`config.mk`:
```
export PLATFORM = sky130hd
export DESIGN_NAME = aot_mac
export DESIGN_NICKNAME = d
export VERILOG_FILES = /design/src/sv/aot_pkg.sv /design/src/sv/aot_mac.sv
export SDC_FILE = /design/constraint.sdc
export NUM_CORES = 2
export LEC_CHECK = 0
export BUFFER_PORTS_ARGS = -buffer_cell sky130_fd_sc_hd__buf_2
export CAP_MARGIN = 15
export CELL_PAD_IN_SITES_DETAIL_PLACEMENT = 1
export CELL_PAD_IN_SITES_GLOBAL_PLACEMENT = 1
export CORE_MARGIN = 4
export CORE_UTILIZATION = 54
export CTS_BUF_LIST = sky130_fd_sc_hd__clkbuf_4
export DETAILED_ROUTE_END_ITERATION = 10
export PLACE_DENSITY = 0.95
export RECOVER_POWER = 25
export SKIP_LAST_GASP = 1
export SLEW_MARGIN = 20
export SYNTH_ARGS = -nofsm -noshare
export SYNTH_HDL_FRONTEND = slang
export SYNTH_SLANG_ARGS = --single-unit
```
`constraint.sdc`:
```
create_clock -name clk -period 10.6 [get_ports clk]
set_input_delay 0.53 -clock clk [delete_from_list [all_inputs] [get_ports clk]]
set_output_delay 0.53 -clock clk [all_outputs]
set_load 0.01 [all_outputs]
```
`src/sv/aot_pkg.sv`:
```
package aot_pkg;

  localparam int LOOKUP_DEPTH = 1024;
  localparam int LG_DEPTH     = $clog2(LOOKUP_DEPTH);
  localparam int STEP_SHIFT   = 16 - LG_DEPTH;

  localparam int SAMPLE_W = 16;
  localparam int MAG_W    = 15;
  localparam int GAIN_W   = 16;
  localparam int W_W      = 16;
  localparam int WROM_W   = 17;
  localparam int MUL_W    = 18;
  localparam int PROD_W   = 2 * MUL_W;
  localparam int ACC_W    = PROD_W + LG_DEPTH;
  localparam int VEL_W    = 16;
  localparam int REL_W    = 17;
  localparam int CFG_IDX_W  = 3;
  localparam int CFG_DATA_W = 16;

  localparam logic [15:0]        Q15_ONE   = 16'h8000;
  localparam logic [MAG_W-1:0]   MAG_MAX   = 15'h7fff;
  localparam logic [15:0]        SLOPE_MAX = 16'h7fff;
  localparam logic [15:0]        SLOPE_MIN = 16'h8000;
  localparam logic [WROM_W-1:0]  W_FULL    = 17'h10000;

  localparam logic [CFG_IDX_W-1:0] REG_INPUT_GAIN      = 3'd0;
  localparam logic [CFG_IDX_W-1:0] REG_WINDOW_LOG2     = 3'd1;
  localparam logic [CFG_IDX_W-1:0] REG_DETECTOR_SHAPE  = 3'd2;
  localparam logic [CFG_IDX_W-1:0] REG_OPEN_THRESHOLD  = 3'd3;
  localparam logic [CFG_IDX_W-1:0] REG_CLOSE_THRESHOLD = 3'd4;
  localparam logic [CFG_IDX_W-1:0] REG_RELEASE_LENGTH  = 3'd5;
  localparam logic [CFG_IDX_W-1:0] REG_DYNAMICS_AMOUNT = 3'd6;
  localparam logic [CFG_IDX_W-1:0] REG_DYNAMICS_MODE   = 3'd7;

  typedef enum logic [1:0] {
    SHAPE_LINEAR   = 2'd0,
    SHAPE_CIRCULAR = 2'd1,
    SHAPE_INVERSE  = 2'd2
  } shape_t;

  typedef enum logic [1:0] {
    PH_CLOSED  = 2'd0,
    PH_MEASURE = 2'd1,
    PH_OPEN    = 2'd2
  } phase_t;

  typedef enum logic [3:0] {
    SQ_IDLE,
    SQ_GAIN,
    SQ_STORE,
    SQ_WALK,
    SQ_DRAIN,
    SQ_EVAL,
    SQ_VMUL,
    SQ_VEL,
    SQ_FIN
  } seq_t;

  typedef struct packed {
    logic clr;
    logic acc;
  } mac_ctl_t;

  typedef struct packed {
    logic                en;
    logic [LG_DEPTH-1:0] addr;
    logic [MAG_W-1:0]    data;
  } ring_wr_t;

  typedef struct packed {
    logic ring_we;
    logic start;
    logic walk;
    logic drain;
    logic eval;
    logic vel;
    logic load;
  } seq_ctl_t;

  typedef logic [WROM_W-1:0] wtab_t [LOOKUP_DEPTH];

  function automatic logic [WROM_W-1:0] isqrt34(input logic [33:0] x);
    logic [33:0] rem;
    logic [33:0] res;
    logic [33:0] bitv;
    int          i;
    rem  = x;
    res  = '0;
    bitv = 34'h1_0000_0000;
    for (i = 0; i < 17; i++) begin
      if (rem >= res + bitv) begin
        rem = rem - (res + bitv);
        res = (res >> 1) + bitv;
      end else begin
        res = res >> 1;
      end
      bitv = bitv >> 2;
    end
    return res[WROM_W-1:0];
  endfunction

  // entry j: isqrt(2^32 - (j * 2^STEP_SHIFT)^2), quarter circle in Q1.16
  function automatic wtab_t build_wtab();
    wtab_t       tab;
    logic [33:0] t;
    logic [33:0] x;
    int          j;
    for (j = 0; j < LOOKUP_DEPTH; j++) begin
      t = 34'(j) << STEP_SHIFT;
      x = (34'd1 << 32) - t * t;
      tab[j] = isqrt34(x);
    end
    return tab;
  endfunction

endpackage

```
`src/sv/aot_mac.sv`:
```
module aot_mac (
  input  logic                              clk,
  input  logic                              rst_n,
  input  aot_pkg::mac_ctl_t                 ctl,
  input  logic signed [aot_pkg::MUL_W-1:0]  a0,
  input  logic signed [aot_pkg::MUL_W-1:0]  b0,
  input  logic signed [aot_pkg::MUL_W-1:0]  a1,
  input  logic signed [aot_pkg::MUL_W-1:0]  b1,
  output logic signed [aot_pkg::PROD_W-1:0] p0,
  output logic signed [aot_pkg::ACC_W-1:0]  acc0,
  output logic signed [aot_pkg::ACC_W-1:0]  acc1
);

  logic signed [aot_pkg::PROD_W-1:0] p0_r;
  logic signed [aot_pkg::PROD_W-1:0] p1_r;
  logic signed [aot_pkg::ACC_W-1:0]  acc0_r;
  logic signed [aot_pkg::ACC_W-1:0]  acc1_r;
  logic                              acc_en_r;

  always_ff @(posedge clk) begin
    p0_r <= a0 * b0;
    p1_r <= a1 * b1;
    if (ctl.clr) begin
      acc0_r <= '0;
      acc1_r <= '0;
    end else if (acc_en_r) begin
      acc0_r <= acc0_r + aot_pkg::ACC_W'(p0_r);
      acc1_r <= acc1_r + aot_pkg::ACC_W'(p1_r);
    end
  end

  always_ff @(posedge clk) begin
    if (!rst_n) begin
      acc_en_r <= 1'b0;
    end else begin
      acc_en_r <= ctl.acc;
    end
  end

  assign p0   = p0_r;
  assign acc0 = acc0_r;
  assign acc1 = acc1_r;

endmodule

```
==> run summary <==
Synthesized area: 33200 µm²
GPL Wtd Cong: 0.900
Max Clock Freq: 131 MHz
Layout cells sized above 1: 5.22%
Distinct cells, synth: 70
Area Overhead vs Synth: 5.26%
Most frequent cell after synthesis: inv_1
Clk buf depth: 2
Synth Flop Type: dfxtp_1
Failing checks: max-capacitance violations, max-slew violations
Fill cells: 7044
GR Util All Layers: 40.9%
Final nets: 4789
Post-route ant nets: 0
Hold Crit Class: in -> reg
CTS Buf Count: 17
Crit path DAT: 8190 ps
Core region area: 60600 µm²
Initial Util: 54.8%
CTS sink count: 165
Via-to-Cell Ratio: 6.46
CP Launch Type: primary input
# port buffers: 203
Post-synthesis compound-gate area fraction: 9.39%
Die height: 256 µm
Number of synthesized flops with an enable pin: 0
Die span in x: 256 µm
TritonRoute pass-1 iters: 9
Simple-Gate Fraction of Synth Area: 15.0%
Post-Synth XOR/XNOR Area: 3.95%
Syn nets: 4692
Largest family of logic cells by synthesized area: adder cells
Crit path largest cell delay: 720 ps
Syn. warnings: 0
Worst Skew: 38.1 ps
Result of the run: finished, violations left
CTS H-tree depth: 4
Antenna violations before repair: 10
Tmin final: 7630 ps
Final WL: 134000 µm
Wire per inst: 29.2 µm
Yosys top cell area share: 39.8%
Root buf cell: clkbuf_4
Slew margin rel.: -150%
CTS tree: yes
GR Overflow Total: 0
Setup violators final: 0
Most used cell, CP: fa_1
Max capacitance violation total: 1
CP Cell Sequence: clkbuf_1 > nand2_1 > fa_1 > inv_1 > fa_1 > inv_1 > fa_1 > inv_1 > fa_1 > fa_1 > inv_1 > fa_1 > inv_1 > ha_1 > nand3_1 > or2_2 > o221ai_2 > o22ai_2 > o211ai_1 > a31o_2 > o41ai_2 > o21ai_1 > o41ai_2 > xnor2_1
Mean Syn Cell Area: 9.03 µm²
DRT iter0 DRCs: 3210
CP max stage cell: clkbuf_1
Worst-path clk slew: 170 ps
Via count: 29600
Worst skew pair latency: 690 ps
Seq cells post-synth: 165
CP Class: in -> reg
Adder-Cell Fraction of Synth Area: 50.2%
Worst Setup End Kind: flip-flop
DR DRC count: 0
Post-cts sizing count: 0
I/O pin total: 204
Post-synth ARST share: 0%
Final hold viol count: 0
Setup_tns: 0 ps
First-pass GRT wire length: 204000 µm
Crit path max fanout: 18
Worst Max-Slew Pin Slew: 3750 ps
Top cells by count, synth: inv_1, fa_1, nand2_1
Largest net degree at the start of global routing: 46
Row Count: 90
Final Cycle Share: 72.0%
Synth area leader: fa_1
Synthesized instance count: 3680
Post-synthesis mux area share: 1.45%
Largest cells by area after synthesis: fa_1, ha_1, dfxtp_1
Die ar.: 65600 µm²
CTS Hold Buffers Added: 0
Vias in the first global route: 34500
Post-DP HPWL: 97200 µm
Seq/Total Area, Yosys: 9.94%
Max-slew violation count: 46
# Post-CTS Setup Buffers: 0
RSZ-0062 raised after global routing: no
Crit path required time: 11160 ps
[cells in the final DEF, fill, tap and decap left out, drive strengths merged, types with 22 or more instances in the layout]
cell type / netlist / routed
inv: 763 / 772
mux2i: 48 / 48
ha: 276 / 276
and2: 335 / 335
dfxtp: 165 / 165
a21o: 91 / 91
buf: 10 / 143
o21bai: 27 / 27
nand2: 379 / 379
xor2: 41 / 41
clkbuf: 120 / 83
xnor2: 109 / 109
nand2b: 22 / 22
a21oi: 139 / 139
nand3: 34 / 34
fa: 660 / 660
o21ai: 76 / 76
nor2: 159 / 159
[per-stage QoR]
stage	cells	cell area (µm²)	utilization [%]	setup WS (ps)	hold slack (ps)
global route	4574	35000	57.7	2860	79.8
CTS	4572	35000	57.8	3730	50.5
finish	4577	35000	57.7	2970	98.2
detailed placement	4540	34800	57.4	3280	483
floorplan	3680	33200	-	3880	490
global placement	4540	34800	57.4	3710	466
[final timing paths]
check	to	depth (start not counted)	from	slack (ps)
hold reg to reg	acc0[39]$_SDFFE_PP0P_	2	acc0[39]$_SDFFE_PP0P_	510
setup reg to reg	acc0[44]$_SDFFE_PP0P_	5	acc_en_r$_SDFF_PN0_	5140
setup / recovery	p1_r[35]$_DFF_P_	24	a1[0]	2970
hold / removal	acc_en_r$_SDFF_PN0_	2	ctl[0]	100
[logic make-up (layout without fill, tap and decap cells)]
logic type,count (synthesis),in the layout
AOI/OAI and AO/OA,469,469
xor gates and xnor gates,150,150
adders and majority gates,936,936
buffers and inverters,893,1003
DFF,165,165
muxes,48,48
other,0,5
and+or+nand+nor,1019,1019
[area by class of cell]
cell class	count	area, µm²	share of cell area, %
Inverter	763	2860	8.19
Multi-Input combinational cell	2622	26600	76.0
Antenna cell	5	12.5	0.0358
Tap cell	782	978	2.80
Sequential cell	165	3310	9.46
Timing Repair Buffer	208	972	2.78
Clock inverter	14	134	0.383
Clock buffer	18	135	0.386
[worst max-delay path, delay by kind of cell]
| kind | cells | cell delay, ps |
|---|---|---|
| XOR/XNOR | 1 | 130 |
| buffers and inverters | 6 | 1310 |
| adder cells (fa/ha/maj) | 7 | 3570 |
| AO/OA/AOI/OAI | 7 | 1610 |
| AND/OR/NAND/NOR | 3 | 1010 |
[flip-flops by register name, summed over array words and instances (netlist names)]
| signal | count |
|---|---|
| acc_en_r | 1 |
| p0 | 36 |
| acc1 | 46 |
| acc0 | 46 |
| p1_r | 36 |
[metal layers]
layer / up-vias / global-route usage, % / part of all wire (%)
li1: 11500 / - / -
met1: 14600 / 43.5 / 32
met2: 2368 / 65.9 / 46
met3: 1049 / 12.8 / 11
met4: 10 / 35.5 / 11
met5: - / 0.804 / 0.090
Power is left out: the tool's default activity adds up to more than one toggle a clock period on the data nets, which glitch-free logic cannot reach.
